**config.mk**
```make
export PLATFORM = sky130hd
export DESIGN_NAME = learned_volume_key_controller_core_flat
export DESIGN_NICKNAME = d
export VERILOG_FILES = /design/src/design/lvk_pkg.sv /design/src/design/lvk_in_if.sv /design/src/design/lvk_out_if.sv /design/src/design/lvk_scan.sv /design/src/design/lvk_key_unit.sv /design/src/design/learned_volume_key_controller_core.sv /design/src/flat_wrapper.sv
export SDC_FILE = /design/constraint.sdc
export NUM_CORES = 1
export LEC_CHECK = 0
export ABC_AREA = 1
export ABC_CLOCK_PERIOD_IN_PS = 3500
export BUFFER_PORTS_ARGS = -buffer_cell sky130_fd_sc_hd__buf_2
export CORE_ASPECT_RATIO = 1.4
export CORE_MARGIN = 5
export CORE_UTILIZATION = 42
export DETAILED_ROUTE_END_ITERATION = 8
export PLACE_DENSITY = 0.7
export SLEW_MARGIN = 20
export SYNTH_ARGS = -nofsm -noshare
export SYNTH_HDL_FRONTEND = slang
export SYNTH_HIERARCHICAL = 1
export SYNTH_SLANG_ARGS = --single-unit
```
**constraint.sdc**
```tcl
create_clock -name clk -period 3.5 [get_ports clk]
set_clock_uncertainty 0.15 [all_clocks]
set_input_delay 0.175 -clock clk [delete_from_list [all_inputs] [get_ports clk]]
set_output_delay 0.175 -clock clk [all_outputs]
set_load 0.005 [all_outputs]
```
**src/design/lvk_pkg.sv**
```systemverilog
// Shared types and constants of the learned volume key controller.
`default_nettype none
package lvk_pkg;

  localparam int FIELD_W     = 8;
  localparam int STEP_W      = 7;
  localparam int CFG_IDX_W   = 1;
  localparam int CFG_DATA_W  = 8;
  localparam int BUTTONS_DEF = 8;

  localparam logic [FIELD_W-1:0] VOLUME_RESET  = 8'd85;
  localparam logic [STEP_W-1:0]  STEP_RESET    = 7'd10;
  localparam logic [FIELD_W-1:0] CEILING_RESET = 8'd100;

  // Configuration register indexes.
  localparam logic [CFG_IDX_W-1:0] REG_STEP_SIZE      = 1'b0;
  localparam logic [CFG_IDX_W-1:0] REG_VOLUME_CEILING = 1'b1;

  // One edge bit presented by the scanner in a cycle.
  typedef struct packed {
    logic               hit;
    logic [FIELD_W-1:0] key;   // one-hot position of the bit under scan
  } press_t;

  // Current controller state seen by the output stage.
  typedef struct packed {
    logic [FIELD_W-1:0] volume;
    logic [FIELD_W-1:0] up_mask;
    logic [FIELD_W-1:0] down_key;
    logic               changed;
  } status_t;

endpackage
`default_nettype wire

```
**src/design/lvk_in_if.sv**
```systemverilog
// Input channel: one sample of the button levels.
`default_nettype none
interface lvk_in_if;
  logic                        valid;
  logic                        ready;
  logic [lvk_pkg::FIELD_W-1:0] button_levels;

  modport source (output valid, output button_levels, input ready);
  modport sink   (input valid, input button_levels, output ready);
endinterface
`default_nettype wire

```
**src/design/lvk_out_if.sv**
```systemverilog
// Result channel: volume, learned key masks and changed flag.
`default_nettype none
interface lvk_out_if;
  logic                        valid;
  logic                        ready;
  logic [lvk_pkg::FIELD_W-1:0] volume_level;
  logic [lvk_pkg::FIELD_W-1:0] up_key_mask;
  logic [lvk_pkg::FIELD_W-1:0] down_key_mask;
  logic                        changed;

  modport source (output valid, output volume_level, output up_key_mask,
                  output down_key_mask, output changed, input ready);
  modport sink   (input valid, input volume_level, input up_key_mask,
                  input down_key_mask, input changed, output ready);
endinterface
`default_nettype wire

```
**src/design/lvk_scan.sv**
```systemverilog
// Edge detector and bit-serial edge scanner, lowest bit first.
`default_nettype none
module lvk_scan #(
  parameter int SCAN_BITS = lvk_pkg::BUTTONS_DEF
) (
  input  wire logic                        clk,
  input  wire logic                        rst_n,
  input  wire logic                        start,
  input  wire logic [lvk_pkg::FIELD_W-1:0] levels,
  output lvk_pkg::press_t                  press,
  output logic                             busy
);

  logic [SCAN_BITS-1:0]        last_r, last_nxt;
  logic [SCAN_BITS-1:0]        shift_r, shift_nxt;
  logic [lvk_pkg::FIELD_W-1:0] pos_r, pos_nxt;
  logic [SCAN_BITS-1:0]        lvl;

  assign lvl = levels[SCAN_BITS-1:0];

  always_comb begin
    last_nxt  = last_r;
    shift_nxt = shift_r;
    pos_nxt   = pos_r;
    if (start) begin
      last_nxt  = lvl;
      shift_nxt = lvl & ~last_r;
      pos_nxt   = lvk_pkg::FIELD_W'(1);
    end else if (busy) begin
      // advance one bit
      shift_nxt = shift_r >> 1;
      pos_nxt   = pos_r << 1;
    end
  end

  assign busy      = |shift_r;
  assign press.hit = shift_r[0];
  assign press.key = pos_r;

  always_ff @(posedge clk) begin
    if (!rst_n) begin
      last_r  <= '0;
      shift_r <= '0;
    end else begin
      last_r  <= last_nxt;
      shift_r <= shift_nxt;
    end
    pos_r <= pos_nxt;
  end

endmodule
`default_nettype wire

```
**src/design/lvk_key_unit.sv**
```systemverilog
// Key learning, volume update and configuration registers.
`default_nettype none
module lvk_key_unit (
  input  wire logic                           clk,
  input  wire logic                           rst_n,
  input  wire logic                           clear_changed,
  input  wire lvk_pkg::press_t                press,
  input  wire logic                           cfg_we,
  input  wire logic [lvk_pkg::CFG_IDX_W-1:0]  cfg_idx,
  input  wire logic [lvk_pkg::CFG_DATA_W-1:0] cfg_data,
  output lvk_pkg::status_t                    status
);

  logic [lvk_pkg::STEP_W-1:0]  step_r;
  logic [lvk_pkg::FIELD_W-1:0] ceil_r;
  logic [lvk_pkg::FIELD_W-1:0] vol_r, vol_nxt;
  logic [lvk_pkg::FIELD_W-1:0] up_r, up_nxt;
  logic [lvk_pkg::FIELD_W-1:0] down_r, down_nxt;
  logic                        chg_r, chg_nxt;
  logic [lvk_pkg::FIELD_W-1:0] step_ext;
  logic [lvk_pkg::FIELD_W:0]   sum;
  logic                        is_up, is_down, act;

  assign step_ext = lvk_pkg::FIELD_W'(step_r);
  assign sum      = {1'b0, vol_r} + {1'b0, step_ext};
  assign is_up    = |(up_r & press.key);
  assign is_down  = |(down_r & press.key);

  always_comb begin
    vol_nxt  = vol_r;
    up_nxt   = up_r;
    down_nxt = down_r;
    act      = 1'b0;
    if (press.hit) begin
      if (up_r == '0) begin
        up_nxt = press.key;
        act    = 1'b1;
      end else if (down_r == '0 && !is_up) begin
        down_nxt = press.key;
        act      = 1'b1;
      end else if (is_up && vol_r < ceil_r) begin
        vol_nxt = (sum > {1'b0, ceil_r}) ? ceil_r : sum[lvk_pkg::FIELD_W-1:0];
        act     = 1'b1;
      end else if (is_down) begin
        vol_nxt = (vol_r >= step_ext) ? vol_r - step_ext : '0;
        act     = 1'b1;
      end
    end
    chg_nxt = clear_changed ? 1'b0 : (chg_r | act);
  end

  always_ff @(posedge clk) begin
    if (!rst_n) begin
      step_r <= lvk_pkg::STEP_RESET;
      ceil_r <= lvk_pkg::CEILING_RESET;
      vol_r  <= lvk_pkg::VOLUME_RESET;
      up_r   <= '0;
      down_r <= '0;
      chg_r  <= 1'b0;
    end else begin
      if (cfg_we) begin
        case (cfg_idx)
          lvk_pkg::REG_STEP_SIZE:      step_r <= cfg_data[lvk_pkg::STEP_W-1:0];
          lvk_pkg::REG_VOLUME_CEILING: ceil_r <= cfg_data;
          default: ;
        endcase
      end
      vol_r  <= vol_nxt;
      up_r   <= up_nxt;
      down_r <= down_nxt;
      chg_r  <= chg_nxt;
    end
  end

  assign status.volume   = vol_r;
  assign status.up_mask  = up_r;
  assign status.down_key = down_r;
  assign status.changed  = chg_r;

endmodule
`default_nettype wire

```
**src/design/learned_volume_key_controller_core.sv**
```systemverilog
// Top level of the learned volume key controller.
`default_nettype none
// Each accepted sample of button levels is compared with the previous one;
// the newly pressed buttons (rising edges) are handled lowest bit first by a
// shift register that walks one bit per cycle over the edge bits. The first
// press ever seen is learned as the up key, the next press of another button
// as the down key; afterwards the up key adds step_size up to volume_ceiling
// and the down key subtracts it down to zero. One result per sample carries
// the volume, both learned masks and a changed flag. A sample occupies the
// block until the scan has passed its highest rising edge and its result
// has moved into the output register. A finished result waits in the output
// register while the next sample is taken; the scan holds its result only if
// the previous one has still not been taken. Buttons at or above BUTTONS are
// ignored. Write configuration only while the block is idle.
module learned_volume_key_controller_core #(
  parameter int BUTTONS = lvk_pkg::BUTTONS_DEF
) (
  input  wire logic                           clk,
  input  wire logic                           rst_n,
  lvk_in_if.sink                              in_ch,
  lvk_out_if.source                           out_ch,
  input  wire logic                           cfg_we,
  input  wire logic [lvk_pkg::CFG_IDX_W-1:0]  cfg_idx,
  input  wire logic [lvk_pkg::CFG_DATA_W-1:0] cfg_data
);

  // Only the first eight buttons are visible in the sample field.
  localparam int SCAN_BITS = (BUTTONS < lvk_pkg::FIELD_W) ? BUTTONS : lvk_pkg::FIELD_W;

  localparam logic ST_IDLE = 1'b0;
  localparam logic ST_SCAN = 1'b1;

  logic             state_r, state_nxt;
  logic             in_xfer;
  logic             scan_busy;
  logic             load_out;
  logic             out_valid_r, out_valid_nxt;
  lvk_pkg::press_t  press;
  lvk_pkg::status_t status;
  lvk_pkg::status_t res_r;

  assign in_ch.ready = (state_r == ST_IDLE);
  assign in_xfer     = in_ch.valid && in_ch.ready;

  lvk_scan #(
    .SCAN_BITS (SCAN_BITS)
  ) u_scan (
    .clk    (clk),
    .rst_n  (rst_n),
    .start  (in_xfer),
    .levels (in_ch.button_levels),
    .press  (press),
    .busy   (scan_busy)
  );

  lvk_key_unit u_key (
    .clk           (clk),
    .rst_n         (rst_n),
    .clear_changed (in_xfer),
    .press         (press),
    .cfg_we        (cfg_we),
    .cfg_idx       (cfg_idx),
    .cfg_data      (cfg_data),
    .status        (status)
  );

  // Scan done: move the result into the output register once it is free.
  always_comb begin
    state_nxt     = state_r;
    load_out      = 1'b0;
    out_valid_nxt = out_valid_r;
    if (out_valid_r && out_ch.ready) begin
      out_valid_nxt = 1'b0;
    end
    case (state_r)
      ST_IDLE: begin
        if (in_xfer) begin
          state_nxt = ST_SCAN;
        end
      end
      ST_SCAN: begin
        if (!scan_busy && (!out_valid_r || out_ch.ready)) begin
          load_out      = 1'b1;
          out_valid_nxt = 1'b1;
          state_nxt     = ST_IDLE;
        end
      end
      default: state_nxt = ST_IDLE;
    endcase
  end

  always_ff @(posedge clk) begin
    if (!rst_n) begin
      state_r     <= ST_IDLE;
      out_valid_r <= 1'b0;
    end else begin
      state_r     <= state_nxt;
      out_valid_r <= out_valid_nxt;
    end
    if (load_out) begin
      res_r <= status;
    end
  end

  assign out_ch.valid         = out_valid_r;
  assign out_ch.volume_level  = res_r.volume;
  assign out_ch.up_key_mask   = res_r.up_mask;
  assign out_ch.down_key_mask = res_r.down_key;
  assign out_ch.changed       = res_r.changed;

endmodule
`default_nettype wire
```
**src/flat_wrapper.sv**
```systemverilog
// flat-port wrapper written by rule: the top's interface ports become plain ports
module learned_volume_key_controller_core_flat 
#(
  parameter int BUTTONS = lvk_pkg::BUTTONS_DEF
)
  (clk, rst_n, cfg_we, cfg_idx, cfg_data, in_ch_valid, in_ch_button_levels, in_ch_ready, out_ch_valid, out_ch_volume_level, out_ch_up_key_mask, out_ch_down_key_mask, out_ch_changed, out_ch_ready);
  lvk_in_if in_ch_i ();
  lvk_out_if out_ch_i ();
  input  wire logic clk;
  input  wire logic rst_n;
  input  wire logic cfg_we;
  input  wire logic [lvk_pkg::CFG_IDX_W-1:0] cfg_idx;
  input  wire logic [lvk_pkg::CFG_DATA_W-1:0] cfg_data;
  input wire logic [$bits(in_ch_i.valid)-1:0] in_ch_valid;
  input wire logic [$bits(in_ch_i.button_levels)-1:0] in_ch_button_levels;
  output wire logic [$bits(in_ch_i.ready)-1:0] in_ch_ready;
  output wire logic [$bits(out_ch_i.valid)-1:0] out_ch_valid;
  output wire logic [$bits(out_ch_i.volume_level)-1:0] out_ch_volume_level;
  output wire logic [$bits(out_ch_i.up_key_mask)-1:0] out_ch_up_key_mask;
  output wire logic [$bits(out_ch_i.down_key_mask)-1:0] out_ch_down_key_mask;
  output wire logic [$bits(out_ch_i.changed)-1:0] out_ch_changed;
  input wire logic [$bits(out_ch_i.ready)-1:0] out_ch_ready;
  assign in_ch_i.valid = in_ch_valid;
  assign in_ch_i.button_levels = in_ch_button_levels;
  assign in_ch_ready = in_ch_i.ready;
  assign out_ch_valid = out_ch_i.valid;
  assign out_ch_volume_level = out_ch_i.volume_level;
  assign out_ch_up_key_mask = out_ch_i.up_key_mask;
  assign out_ch_down_key_mask = out_ch_i.down_key_mask;
  assign out_ch_changed = out_ch_i.changed;
  assign out_ch_i.ready = out_ch_ready;
  learned_volume_key_controller_core #(.BUTTONS(BUTTONS)) u_core (.clk(clk), .rst_n(rst_n), .in_ch(in_ch_i), .out_ch(out_ch_i), .cfg_we(cfg_we), .cfg_idx(cfg_idx), .cfg_data(cfg_data));
endmodule
```
==> impl_metrics.ini <==
[synthesis]
synth_top_area_share_pct = 28.81
syn-num-nets = 626
yosysWarnings = 6
async_reset_ff_share_pct = 0
synth_ff_type = dfxtp_1
synthDistinctLibCells = 40
yosys.area.top_type = dfxtp_1
ys_seq_elements = 91
seq_area_frac_synth_pct = 45.17
synth_edf_count = 25
netlist_area_mm2 = 0.004587
syn_avg_cell_area_um2 = 8.005
synth_cells = 573
synthTopCellsByArea = dfxtp_1, edfxtp_1, nand2_1

[setup_path]
crit_path_max_fanout = 9
worstSetupPathType = register to register
path_buf_inv = 0
critPathTopFamily = simple AND/OR/NAND/NOR gates
critPathMaxStageDelay_ns = 0.42
cpMostUsedCell = nand2_1
worstSetupStartpointType = register
critPathRequiredTime_ns = 3.59
worst-endpoint-arrival_ns = 3.14
worst_path_max_delay_cell = fa_1
rr_startpoint = u_core/u_key/vol_r[0]
cp-startpoint = u_core/u_key/vol_r[0]
cp-end-kind = register
crit_chain = ha_1 > fa_1 > nand3_1 > nand2_2 > xor2_1 > ha_1 > nand2_1 > nor2_1 > nand2_1 > nand3_1 > nand2_1 > nand2_1 > nand2_1 > nand2_1 > nand2_4 > nand2_4 > nand2_1 > nand2_1 > o21ai_1 > nand2_1 > nand2_1

[die]
start_util_pct = 42.65
num_rows = 45
core_area_mm2 = 0.01075
die_w_um = 98.32
dieHeight_um = 133.7
pin_count = 49
fp.dieArea_mm2 = 0.01314

[placement]
place_ws_ns = 0.4785
portBuffers = 48
place_hpwl_um = 8248
place_congestion = 0.8993
placed_area_mm2 = 0.004908

[final_layout]
final_common_cell = nand2_1
n_antenna_cell = 0
nets = 688
layout_common_cells = nand2_1, inv_1, dfxtp_1, a21oi_1, nor2_1
drive_gt1_share_pct = 13.75
fin_area_mm2 = 0.005380
area_growth_pct = 17.29
nFillCells = 1001

[detailed_routing]
post_drt_via_cell_ratio = 4.999
drtIter0Drc = 206
drc_errors = 0
ant_nets = 0
wl_um = 11200
wl_per_cell_um = 14.34
via_count = 3904
firstDrtPassIters = 5

[worst_hold_path]
worstHoldStart = cfg_idx
hold_class = primary input to register

[grt]
antenna_found_initial = 0
grt_pass1_wl_um = 18350
overflow = 0
track_usage_pct = 17.52
grt_pass1_vias = 3925
grt_start_max_net_pins = 27

[pwr]
power.density_mw_per_mm2 = 495.6
total_power_mw = 2.666
p_leak_nw = 2.435
ir_drop_uv = 288.3

[timing]
hold_violations = 0
rsz0062_at_grt = false
fin_crit_ns = 3.054
slew_headroom_pct = 53.25
fmax_mhz = 327.4
setup_viol = 0
fin_tns_setup_ns = 0
setup_ws_ns = 0.4459
drv_slew = 0
fin_crit_sh_pct = 87.26
tightest_slew_ns = 0.7005

[clocking]
cts-root-buf = clkbuf_16
ctsResizeCount = 0
hold_buffers = 18
cts_tree = yes
clock_sinks = 91
cts_made_buffers = 9
clockBufferDepth = 2
htree_levels = 3
clkLatencyLatePin_ns = 0.34
cts_setup_buffers = 0
path_clk_slew_ns = 0.07

[outcome]
status = finished, final reports clean

[flow_run]
max_cap_viol_count = 0
-- kinds of logic after synthesis --
kind of cell	Yosys count	share of synthesized area (%)
AND/OR/NAND/NOR	246	23.16
adder cells (fa/ha/maj)	31	8.783
XOR/XNOR	9	1.719
AO/OA/AOI/OAI	95	11.68
flip-flops	91	45.17
buffers and inverters	101	9.492
-- worst min-delay path, cell delays in order --
cell	delay, ns
buf_2	0.09
nor2_1	0.08
o211ai_1	0.15
-- where the power goes --
part	internal, mW	total (mW)	leakage, nW	switching (mW)
logic	0.172	0.468	1.52	0.295
clock network	0.556	0.972	0.145	0.416
registers	1.16	1.23	0.764	0.0685
total	1.89	2.67	2.43	0.780
-- area by class of cell --
cell class | count | area [um2] | area share, %
clock buffers | 10 | 229.0 | 4.256
clock inverters | 6 | 62.56 | 1.163
inverters | 85 | 332.8 | 6.186
multi-input cells | 381 | 2079 | 38.65
flip-flops and latches | 91 | 2072 | 38.51
well taps | 141 | 176.4 | 3.279
repair buffers | 67 | 427.9 | 7.953
-- synth_stat cells, types with 2 or more instances --
library cell and n:
a21oi_1 62, a221oi_2 2, a31oi_1 3, buf_4 7, buf_6 2, clkbuf_1 6, dfxtp_1 66, edfxtp_1 25
fa_1 2, ha_1 29, inv_1 76, inv_2 7, nand2_1 139, nand2_2 5, nand2_4 3, nand3_1 24
nand3b_1 2, nand4_1 11, nor2_1 53, nor2_2 2, nor3_1 2, o211ai_1 5, o21ai_0 12, o21ai_1 5
xor2_1 8
-- path summary, 6_finish.rpt --
kind	to	slack, ns	cells past startpoint
worst max-delay path	u_core/u_key/vol_r[0]	0.45	21
worst min-delay path	u_core/u_key/step_r[3]	0.05	3
worst max register to register	u_core/u_key/vol_r[0]	0.45	21
worst min register to register	u_core/u_scan/shift_r[7]	0.28	1
-- metal layers --
metal	vias up	GRT usage (%)	wire length (um)
li1	1971	-	-
met1	1807	17.65	4337
met2	100	33.03	5923
met3	26	3.772	468
met4	0	9.339	472
met5	-	0	0
-- through the flow --
step / hold slack [ns] / instances / utilization, %
after floorplan: 0.1554 / 573 / -
after global placement: 0.2556 / 747 / 45.64
after detailed placement: 0.2633 / 747 / 45.64
after CTS: 0.03019 / 781 / 50.03
after global routing: 0.07646 / 781 / 50.03
final: 0.04580 / 781 / 50.03
Power figures use the tool's default switching activity.
